==> src/hw/rtl/ptq_pkg.sv <==
// shared types, sizes and codes of the periodic timer queue
`timescale 1ns / 1ps
`default_nettype none

package ptq_pkg;

  localparam int QUEUE_DEPTH  = 16;
  localparam int HANDLE_COUNT = 16;
  localparam int HANDLE_W     = 4;
  localparam int CAPACITY     = (QUEUE_DEPTH < HANDLE_COUNT) ? QUEUE_DEPTH : HANDLE_COUNT;
  localparam int RING_DEPTH   = HANDLE_COUNT;
  localparam int RING_W       = $clog2(RING_DEPTH);
  localparam int COUNT_W      = $clog2(RING_DEPTH + 1);
  localparam int TIME_W       = 32;
  localparam int PERIOD_W     = 16;

  // input kinds
  localparam logic [1:0] K_TICK   = 2'd0;
  localparam logic [1:0] K_CREATE = 2'd1;
  localparam logic [1:0] K_DELETE = 2'd2;

  // result status codes
  localparam logic [2:0] STAT_CREATED  = 3'd0;
  localparam logic [2:0] STAT_BAD      = 3'd1;
  localparam logic [2:0] STAT_FULL     = 3'd2;
  localparam logic [2:0] STAT_DELETED  = 3'd3;
  localparam logic [2:0] STAT_NOTFOUND = 3'd4;
  localparam logic [2:0] STAT_FIRED    = 3'd5;
  localparam logic [2:0] STAT_NOTHING  = 3'd6;

  // queue engine commands
  localparam logic [2:0] Q_NOP    = 3'd0;
  localparam logic [2:0] Q_INSERT = 3'd1;
  localparam logic [2:0] Q_DELETE = 3'd2;
  localparam logic [2:0] Q_POP    = 3'd3;
  localparam logic [2:0] Q_FETCH  = 3'd4;

  typedef struct packed {
    logic [TIME_W-1:0]   deadline;
    logic [PERIOD_W-1:0] period;
    logic [HANDLE_W-1:0] owner;
  } entry_t;

  typedef struct packed {
    logic [2:0]          op;
    logic [TIME_W-1:0]   key;     // deadline for insert, current time for pop
    logic [PERIOD_W-1:0] period;
    logic [HANDLE_W-1:0] owner;
    logic [COUNT_W-1:0]  k;       // fired entry to fetch
  } q_cmd_t;

  typedef struct packed {
    logic                done;
    logic [COUNT_W-1:0]  count;
    logic [COUNT_W-1:0]  fired;
    logic [PERIOD_W-1:0] period;
    logic [HANDLE_W-1:0] owner;
  } q_resp_t;

  typedef struct packed {
    logic                set_en;
    logic [HANDLE_W-1:0] set_id;
    logic                clr_en;
    logic [HANDLE_W-1:0] clr_id;
  } alloc_ctl_t;

  typedef struct packed {
    logic                free_ok;
    logic [HANDLE_W-1:0] free_id;
    logic                query_used;
  } alloc_stat_t;

endpackage

`default_nettype wire

==> src/hw/rtl/periodic_timer_queue.sv <==
// Periodic timer queue: seconds counter plus up to sixteen timers sorted by deadline.
// Input words arrive on s_tvalid/s_tready; s_tuser carries the kind (tick, create,
// delete) and s_tdata the period and the handle. Result words leave on m_tvalid/
// m_tready with the status in m_tuser, handle and seconds count in m_tdata, and
// m_tlast on the final word of an input item.
// One item is in flight at a time; s_tready is high only while the sequencer idles.
// The queue ring is one memory with a registered read; each scan or move step of
// the shared comparator and ring port first sets the read address and then uses
// the read data. A tick pops the due timers, then handles each fired timer in
// turn with a fetch, a result word and a reinsert.
// Results sit in an output register; while m_tready is low the sequencer waits
// at the next word and the held word stays unchanged. A fresh item may be taken
// while the final word of the previous one still waits in that register.
// Synchronous reset clears time, the handle flags, the queue count and the
// output valid flag; the ring memory needs no clearing.
`timescale 1ns / 1ps
`default_nettype none

module periodic_timer_queue import ptq_pkg::*; (
  input  wire logic        clk,
  input  wire logic        rst,
  input  wire logic        s_tvalid,
  output logic             s_tready,
  input  wire logic [23:0] s_tdata,   // period[15:0], handle[19:16], zero pad
  input  wire logic [1:0]  s_tuser,   // kind[1:0]
  output logic             m_tvalid,
  input  wire logic        m_tready,
  output logic [39:0]      m_tdata,   // timer_id[3:0], fire_time[35:4], zero pad
  output logic [2:0]       m_tuser,   // status[2:0]
  output logic             m_tlast
);

  localparam logic [1:0] ST_IDLE = 2'd0;
  localparam logic [1:0] ST_WAIT = 2'd1;
  localparam logic [1:0] ST_OUT  = 2'd2;

  localparam logic [1:0] P_POP   = 2'd0;
  localparam logic [1:0] P_FETCH = 2'd1;
  localparam logic [1:0] P_INS   = 2'd2;

  logic [1:0]          state;
  logic [1:0]          tphase;
  logic [1:0]          kind_q;
  logic [TIME_W-1:0]   now;
  logic [COUNT_W-1:0]  n_q;
  logic [COUNT_W-1:0]  k_q;
  logic [PERIOD_W-1:0] per_q;
  logic [HANDLE_W-1:0] own_q;
  logic [2:0]          res_status;
  logic [HANDLE_W-1:0] res_id;
  logic                res_last;
  logic [2:0]          out_status;
  logic [HANDLE_W-1:0] out_id;
  logic [TIME_W-1:0]   out_time;
  logic                out_last;
  logic                out_valid;
  q_cmd_t              cmd;
  q_resp_t             resp;
  alloc_ctl_t          actl;
  alloc_stat_t         astat;

  logic                accept;
  logic [1:0]          in_kind;
  logic [PERIOD_W-1:0] in_period;
  logic [HANDLE_W-1:0] in_handle;
  logic [TIME_W-1:0]   now_inc;
  logic [TIME_W:0]     sum_in;
  logic [TIME_W:0]     sum_q;
  logic [TIME_W-1:0]   dl_in;
  logic [TIME_W-1:0]   dl_q;
  logic                q_full;
  logic                can_create;
  logic [COUNT_W-1:0]  k_inc;
  logic                out_free;

  assign in_kind   = s_tuser;
  assign in_period = s_tdata[PERIOD_W-1:0];
  assign in_handle = s_tdata[PERIOD_W +: HANDLE_W];
  assign s_tready  = (state == ST_IDLE);
  assign accept    = s_tvalid && s_tready;
  assign out_free  = !out_valid || m_tready;
  assign k_inc     = k_q + COUNT_W'(1);

  // saturating time arithmetic
  assign now_inc = (now == '1) ? now : now + TIME_W'(1);
  assign sum_in  = {1'b0, now} + (TIME_W + 1)'(in_period);
  assign sum_q   = {1'b0, now} + (TIME_W + 1)'(per_q);
  assign dl_in   = sum_in[TIME_W] ? '1 : sum_in[TIME_W-1:0];
  assign dl_q    = sum_q[TIME_W] ? '1 : sum_q[TIME_W-1:0];

  assign q_full     = resp.count >= COUNT_W'(CAPACITY);
  assign can_create = (in_period != '0) && !q_full && astat.free_ok;

  assign actl.set_en = accept && (in_kind == K_CREATE) && can_create;
  assign actl.set_id = astat.free_id;
  assign actl.clr_en = accept && (in_kind == K_DELETE) && astat.query_used;
  assign actl.clr_id = in_handle;

  ptq_alloc u_alloc (
    .clk      (clk),
    .rst      (rst),
    .ctl      (actl),
    .query_id (in_handle),
    .stat     (astat)
  );

  ptq_queue u_queue (
    .clk  (clk),
    .rst  (rst),
    .cmd  (cmd),
    .resp (resp)
  );

  always_ff @(posedge clk) begin
    if (rst) begin
      state     <= ST_IDLE;
      tphase    <= P_POP;
      now       <= '0;
      cmd.op    <= Q_NOP;
      out_valid <= 1'b0;
    end else begin
      cmd.op <= Q_NOP;
      if (out_valid && m_tready) begin
        out_valid <= 1'b0;
      end
      unique case (state)
        ST_IDLE: begin
          if (accept) begin
            kind_q <= in_kind;
            tphase <= P_POP;
            case (in_kind)
              K_TICK: begin
                now     <= now_inc;
                cmd.op  <= Q_POP;
                cmd.key <= now_inc;
                state   <= ST_WAIT;
              end
              K_CREATE: begin
                res_last <= 1'b1;
                if (in_period == '0) begin
                  res_status <= STAT_BAD;
                  res_id     <= '0;
                  state      <= ST_OUT;
                end else if (!can_create) begin
                  res_status <= STAT_FULL;
                  res_id     <= '0;
                  state      <= ST_OUT;
                end else begin
                  cmd.op     <= Q_INSERT;
                  cmd.key    <= dl_in;
                  cmd.period <= in_period;
                  cmd.owner  <= astat.free_id;
                  res_status <= STAT_CREATED;
                  res_id     <= astat.free_id;
                  state      <= ST_WAIT;
                end
              end
              K_DELETE: begin
                res_last <= 1'b1;
                res_id   <= in_handle;
                if (astat.query_used) begin
                  cmd.op     <= Q_DELETE;
                  cmd.owner  <= in_handle;
                  res_status <= STAT_DELETED;
                  state      <= ST_WAIT;
                end else begin
                  res_status <= STAT_NOTFOUND;
                  state      <= ST_OUT;
                end
              end
              default: ;
            endcase
          end
        end
        ST_WAIT: begin
          if (resp.done) begin
            if (kind_q != K_TICK) begin
              state <= ST_OUT;
            end else begin
              case (tphase)
                P_POP: begin
                  n_q <= resp.fired;
                  if (resp.fired == '0) begin
                    res_status <= STAT_NOTHING;
                    res_id     <= '0;
                    res_last   <= 1'b1;
                    state      <= ST_OUT;
                  end else begin
                    k_q    <= '0;
                    cmd.op <= Q_FETCH;
                    cmd.k  <= '0;
                    tphase <= P_FETCH;
                  end
                end
                P_FETCH: begin
                  per_q      <= resp.period;
                  own_q      <= resp.owner;
                  res_status <= STAT_FIRED;
                  res_id     <= resp.owner;
                  res_last   <= (k_inc == n_q);
                  state      <= ST_OUT;
                end
                default: begin
                  // reinsert finished, move on to the next fired timer
                  k_q <= k_inc;
                  if (k_inc == n_q) begin
                    state <= ST_IDLE;
                  end else begin
                    cmd.op <= Q_FETCH;
                    cmd.k  <= k_inc;
                    tphase <= P_FETCH;
                  end
                end
              endcase
            end
          end
        end
        ST_OUT: begin
          if (out_free) begin
            out_valid  <= 1'b1;
            out_status <= res_status;
            out_id     <= res_id;
            out_time   <= now;
            out_last   <= res_last;
            if (kind_q == K_TICK && tphase == P_FETCH) begin
              cmd.op     <= Q_INSERT;
              cmd.key    <= dl_q;
              cmd.period <= per_q;
              cmd.owner  <= own_q;
              tphase     <= P_INS;
              state      <= ST_WAIT;
            end else begin
              state <= ST_IDLE;
            end
          end
        end
        default: begin
          state <= ST_IDLE;
        end
      endcase
    end
  end

  assign m_tvalid = out_valid;
  assign m_tdata  = {4'b0, out_time, out_id};
  assign m_tuser  = out_status;
  assign m_tlast  = out_last;

endmodule

`default_nettype wire

==> src/hw/rtl/ptq_alloc.sv <==
// handle allocator: in-use flags and lowest free handle search
`timescale 1ns / 1ps
`default_nettype none

module ptq_alloc import ptq_pkg::*; (
  input  wire logic                clk,
  input  wire logic                rst,
  input  wire alloc_ctl_t          ctl,
  input  wire logic [HANDLE_W-1:0] query_id,
  output alloc_stat_t              stat
);

  logic [HANDLE_COUNT-1:0] in_use;

  always_ff @(posedge clk) begin
    if (rst) begin
      in_use <= '0;
    end else begin
      if (ctl.set_en) begin
        in_use[ctl.set_id] <= 1'b1;
      end
      if (ctl.clr_en) begin
        in_use[ctl.clr_id] <= 1'b0;
      end
    end
  end

  always_comb begin
    stat.free_ok    = 1'b0;
    stat.free_id    = '0;
    stat.query_used = in_use[query_id];
    // walk down so the lowest free handle wins
    for (int i = HANDLE_COUNT - 1; i >= 0; i--) begin
      if (!in_use[i]) begin
        stat.free_ok = 1'b1;
        stat.free_id = HANDLE_W'(i);
      end
    end
  end

endmodule

`default_nettype wire

==> src/hw/rtl/ptq_queue.sv <==
// sorted deadline ring: one memory, one shared deadline comparator, small sequencer
`timescale 1ns / 1ps
`default_nettype none

module ptq_queue import ptq_pkg::*; (
  input  wire logic   clk,
  input  wire logic   rst,
  input  wire q_cmd_t cmd,
  output q_resp_t     resp
);

  localparam logic [2:0] S_IDLE     = 3'd0;
  localparam logic [2:0] S_INS_SCAN = 3'd1;
  localparam logic [2:0] S_INS_SHIFT = 3'd2;
  localparam logic [2:0] S_DEL_SCAN = 3'd3;
  localparam logic [2:0] S_DEL_SHIFT = 3'd4;
  localparam logic [2:0] S_POP      = 3'd5;
  localparam logic [2:0] S_FETCH    = 3'd6;

  logic [2:0]          state;
  logic                ph;
  logic [RING_W-1:0]   head;
  logic [RING_W-1:0]   fire_base;
  logic [COUNT_W-1:0]  count;
  logic [COUNT_W-1:0]  idx;
  logic [COUNT_W-1:0]  pos;
  logic [COUNT_W-1:0]  fired;
  logic [TIME_W-1:0]   key;
  entry_t              ent;
  logic                done;
  logic [PERIOD_W-1:0] res_period;
  logic [HANDLE_W-1:0] res_owner;

  entry_t              mem [RING_DEPTH];
  entry_t              rd_data;
  logic [RING_W-1:0]   rd_addr;
  logic [COUNT_W-1:0]  rd_off;
  logic                wr_en;
  logic [RING_W-1:0]   wr_addr;
  entry_t              wr_data;
  logic                lt;
  logic [COUNT_W-1:0]  idx_inc;
  logic [COUNT_W-1:0]  idx_dec;

  assign idx_inc = idx + COUNT_W'(1);
  assign idx_dec = idx - COUNT_W'(1);

  // the one deadline comparator, shared by insert scan and pop
  assign lt = rd_data.deadline < key;

  always_comb begin
    unique case (state)
      S_INS_SHIFT: rd_off = idx_dec;
      S_DEL_SHIFT: rd_off = idx_inc;
      S_POP:       rd_off = '0;
      default:     rd_off = idx;
    endcase
    if (state == S_FETCH) begin
      rd_addr = fire_base + idx[RING_W-1:0];
    end else begin
      rd_addr = head + rd_off[RING_W-1:0];
    end
  end

  always_comb begin
    wr_en   = 1'b0;
    wr_addr = head + idx[RING_W-1:0];
    wr_data = rd_data;
    if (state == S_INS_SHIFT) begin
      if (!ph && idx == pos) begin
        wr_en   = 1'b1;
        wr_addr = head + pos[RING_W-1:0];
        wr_data = ent;
      end else if (ph) begin
        wr_en = 1'b1;
      end
    end else if (state == S_DEL_SHIFT && ph) begin
      wr_en = 1'b1;
    end
  end

  always_ff @(posedge clk) begin
    if (wr_en) begin
      mem[wr_addr] <= wr_data;
    end
    rd_data <= mem[rd_addr];
  end

  always_ff @(posedge clk) begin
    if (rst) begin
      state <= S_IDLE;
      ph    <= 1'b0;
      head  <= '0;
      count <= '0;
      done  <= 1'b0;
    end else begin
      done <= 1'b0;
      unique case (state)
        S_IDLE: begin
          ph <= 1'b0;
          case (cmd.op)
            Q_INSERT: begin
              key   <= cmd.key;
              ent   <= '{deadline: cmd.key, period: cmd.period, owner: cmd.owner};
              idx   <= '0;
              state <= S_INS_SCAN;
            end
            Q_DELETE: begin
              ent.owner <= cmd.owner;
              idx       <= '0;
              state     <= S_DEL_SCAN;
            end
            Q_POP: begin
              key       <= cmd.key;
              fire_base <= head;
              fired     <= '0;
              state     <= S_POP;
            end
            Q_FETCH: begin
              idx   <= cmd.k;
              state <= S_FETCH;
            end
            default: ;
          endcase
        end
        S_INS_SCAN: begin
          if (!ph) begin
            if (idx == count) begin
              pos   <= idx;
              state <= S_INS_SHIFT;
            end else begin
              ph <= 1'b1;
            end
          end else begin
            ph <= 1'b0;
            // equal deadlines: the new entry goes ahead of them
            if (lt) begin
              idx <= idx_inc;
            end else begin
              pos   <= idx;
              idx   <= count;
              state <= S_INS_SHIFT;
            end
          end
        end
        S_INS_SHIFT: begin
          if (!ph) begin
            if (idx == pos) begin
              count <= count + COUNT_W'(1);
              state <= S_IDLE;
              done  <= 1'b1;
            end else begin
              ph <= 1'b1;
            end
          end else begin
            ph  <= 1'b0;
            idx <= idx_dec;
          end
        end
        S_DEL_SCAN: begin
          if (!ph) begin
            if (idx == count) begin
              state <= S_IDLE;
              done  <= 1'b1;
            end else begin
              ph <= 1'b1;
            end
          end else begin
            ph <= 1'b0;
            if (rd_data.owner == ent.owner) begin
              state <= S_DEL_SHIFT;
            end else begin
              idx <= idx_inc;
            end
          end
        end
        S_DEL_SHIFT: begin
          if (!ph) begin
            if (idx_inc == count) begin
              count <= count - COUNT_W'(1);
              state <= S_IDLE;
              done  <= 1'b1;
            end else begin
              ph <= 1'b1;
            end
          end else begin
            ph  <= 1'b0;
            idx <= idx_inc;
          end
        end
        S_POP: begin
          if (!ph) begin
            if (count == '0) begin
              state <= S_IDLE;
              done  <= 1'b1;
            end else begin
              ph <= 1'b1;
            end
          end else begin
            ph <= 1'b0;
            // popped entries stay in the ring behind head until refetched
            if (lt) begin
              head  <= head + RING_W'(1);
              count <= count - COUNT_W'(1);
              fired <= fired + COUNT_W'(1);
            end else begin
              state <= S_IDLE;
              done  <= 1'b1;
            end
          end
        end
        S_FETCH: begin
          if (!ph) begin
            ph <= 1'b1;
          end else begin
            ph         <= 1'b0;
            res_period <= rd_data.period;
            res_owner  <= rd_data.owner;
            state      <= S_IDLE;
            done       <= 1'b1;
          end
        end
        default: begin
          state <= S_IDLE;
        end
      endcase
    end
  end

  assign resp.done   = done;
  assign resp.count  = count;
  assign resp.fired  = fired;
  assign resp.period = res_period;
  assign resp.owner  = res_owner;

endmodule

`default_nettype wire

==> config.mk <==
export PLATFORM = sky130hd
export DESIGN_NAME = periodic_timer_queue
export DESIGN_NICKNAME = d
export VERILOG_FILES = /design/src/hw/rtl/ptq_pkg.sv /design/src/hw/rtl/periodic_timer_queue.sv /design/src/hw/rtl/ptq_alloc.sv /design/src/hw/rtl/ptq_queue.sv
export SDC_FILE = /design/constraint.sdc
export NUM_CORES = 2
export LEC_CHECK = 0
export BUFFER_PORTS_ARGS = -buffer_cell sky130_fd_sc_hd__buf_2
export CORE_MARGIN = 8
export CORE_UTILIZATION = 65
export CTS_BUF_LIST = sky130_fd_sc_hd__clkbuf_16
export CTS_CLUSTER_SIZE = 28
export DETAILED_ROUTE_END_ITERATION = 7
export PLACE_DENSITY_LB_ADDON = 0.1
export RECOVER_POWER = 25
export SYNTH_ARGS = -nofsm -noshare
export SYNTH_HDL_FRONTEND = slang
export SYNTH_HIERARCHICAL = 1
export SYNTH_SLANG_ARGS = --single-unit
==> constraint.sdc <==
create_clock -name clk -period 14.1 [get_ports clk]
set_input_delay 0.705 -clock clk [delete_from_list [all_inputs] [get_ports clk]]
set_output_delay 0.705 -clock clk [all_outputs]
set_load 0.05 [all_outputs]
==> results.cfg <==
[global_routing]
antenna_found_initial = 1
grt_pass1_vias = 31800
use_met3_pct = 3.93
grt_start_max_net_pins = 221
grt_pass1_wl_um = 187000
gr-usage-met2_pct = 43.7
grt_util_met1_pct = 37.1
gr-max-usage-layer = met2
track_usage_pct = 26.8
grt-ovfl-total = 0

[floorplanning]
initial_utilization_pct = 65.4
fp.dieH_um = 300
die_area_um2 = 89900
io_pins = 76
die_x_um = 300
coreArea_um2 = 80200
num_rows = 104

[sta]
tightest_slew_ps = 4240
slew_viol_final = 313
fin_skew_ps = 29.9
fin_ws_ps = 7760
timing.final.crit_period_ps = 6340
rsz0062_at_grt = false
maxSlewHeadroom_pct = -183
fin_tns_setup_ps = 0
finalSetupViolCount = 0
clock.fmax_ghz = 0.158
timing.final.crit_share_pct = 45.0
finalHoldViolCount = 0
whs_ps = 309

[yosys]
yosysMostFrequentCell = edfxtp_1
synth_area_leader_cell = edfxtp_1
synth_cell_types = 91
synth-edff-count = 1092
yosysTopAreaCellShare_pct = 62.6
syn_inst = 4027
yosys_warnings = 6
yosys-top-cells-area = edfxtp_1 63%, dfxtp_1 4.7%, a211oi_1 4.2%
synth_top_flop_cell = edfxtp_1
synth_commonest_cells = 1092 x edfxtp_1, 535 x nand2_1, 295 x a211oi_1
synth_seq_cells = 1214
yosysSeqAreaShare_pct = 67.2
syn_area_um2 = 52400
synth_area_per_cell_um2 = 13.0
async_reset_ff_share_pct = 0

[final_layout]
drive_gt1_share_pct = 8.15
utilization_pct = 71.4
multi_input_comb_area_um2 = 16000
nNetsFinal = 4120
layout.cells.non_filler = 5159
syn_to_final_growth_pct = 9.30
seqCellArea_um2 = 35200
fill_cells = 5395
stdcell_area_um2 = 57300

[placement]
place_area_um2 = 53600
io_buffers = 67
place_hpwl_um = 69500
place_inst = 4936
gp_congestion = 0.940
pre_cts_ws_ps = 8100

[cts]
path_clk_slew_ps = 60
cts_max_level = 3
clk_latency_ps = 700
cts_buffers = 117
clockBufferDepth = 3
cts.repair.resized = 0
cts_hold_buf = 0
clkSinkCount = 1214
cts_tree = built
clockRootBuffer = clkbuf_16
cts_setup_buffers = 0

[worst_setup_path]
endpoint_kind = flop
worstPathRequired_ps = 14690
critPathLaunch = u_queue/state[2]
crit_type = flop to flop
cp-start-kind = flop
crit_fanout = 85
timing.rr.start = u_queue/state[2]
cp.arrival_ps = 6940

[worst_hold_path]
hold_path_startpoint = s_tuser[1]
min_path_type = input port to flop

[outcome]
outcome = complete, but fails checks
violations = max-capacitance violations, max-slew violations

[routing]
drt_iter0_markers = 3354
first_pass_iters = 6
wl_per_cell_um = 23.9
ant_nets = 0
vias = 33100
route.detailed.drc = 0
viasPerCell = 6.42
wl_um = 123000

[power]
power_mw = 7.90
total_leakage_power_nw = 18.8
ir_drop_v = 0.000116
p_per_area_nw_per_um2 = 138

[flow_run]
max-cap-violations = 8
report_power, final:
group	total, mW	internal (mW)	switching (mW)
Combinational	0.701	0.208	0.493
Sequential	4.13	4.09	0.0487
Clock	3.06	1.72	1.34
worst max-delay path, cell delays in order (launching register included):
cell,delay (ps)
dfxtp_1,300
clkbuf_1,1240
nand2_1,940
a21oi_4,660
buf_4,800
buf_4,710
buf_4,780
a211oi_1,120
a311oi_1,330
a211oi_1,100
a21oi_1,190
registers in the layout, indices dropped and copies added, names as in the netlist, 5 cells and up:
signal and cells:
cmd 60, k_q 5, n_q 5, now 32
out_time 32, per_q 16, u_alloc/in_use 16, u_queue/count 5
u_queue/ent 52, u_queue/fired 5, u_queue/idx 5, u_queue/key 32
u_queue/mem 832, u_queue/pos 5, u_queue/rd_data 52, u_queue/res_period 16
logic make-up (layout without fill, tap and decap cells):
family	Yosys count	count (layout)	share of synthesized area, %
buffers and inverters	334	402	2.56
flip-flops	1214	1214	67.2
AND/OR/NAND/NOR	1151	1151	10.5
XOR/XNOR	131	131	2.22
other	1	5	0.00716
AO/OA/AOI/OAI	1031	1031	13.5
adder cells (fa/ha/maj)	95	95	2.37
multiplexers	70	70	1.59
path summary, 6_finish.rpt:
kind                            depth (start not counted)  slack [ps]                   to
worst max-delay path                                   10        7760  u_queue/rd_data[42]
worst min-delay path                                    1         310            kind_q[1]
worst max register to register                         10        7760  u_queue/rd_data[42]
worst min register to register                          0         410       u_queue/ent[2]
layout make-up:
cell class / instances / area share, %
flip-flops and latches: 1214 / 61.5
repair buffers: 119 / 1.14
diodes: 1 / 0.00437
multi-input cells: 2482 / 27.9
clock inverters: 105 / 1.58
clock buffers: 117 / 5.11
inverters: 61 / 0.400
well taps: 1060 / 2.32
cell usage in the layout, fill, tap and decap left out, drive strengths merged, types with 42 or more instances in the layout:
master and n:
a211oi 299, a21oi 229, a311oi 117, a31oi 133, and2 220, buf 63, clkbuf 173, clkinv 55
dfxtp 122, edfxtp 1092, ha 88, inv 90, mux2 55, nand2 535, nand3 50, nor2 163
nor3 42, o21ai 93, xnor2 77, xor2 53
metal layers:
layer | vias to the layer above | part of all wire [%] | wire length (um)
met3 | 262 | 7.2 | 8890
met4 | 0 | 3.3 | 4020
li1 | 15300 | - | -
met2 | 1334 | 48 | 58900
met5 | - | 0 | 0
met1 | 16200 | 42 | 51300
Power figures use the tool's default switching activity.
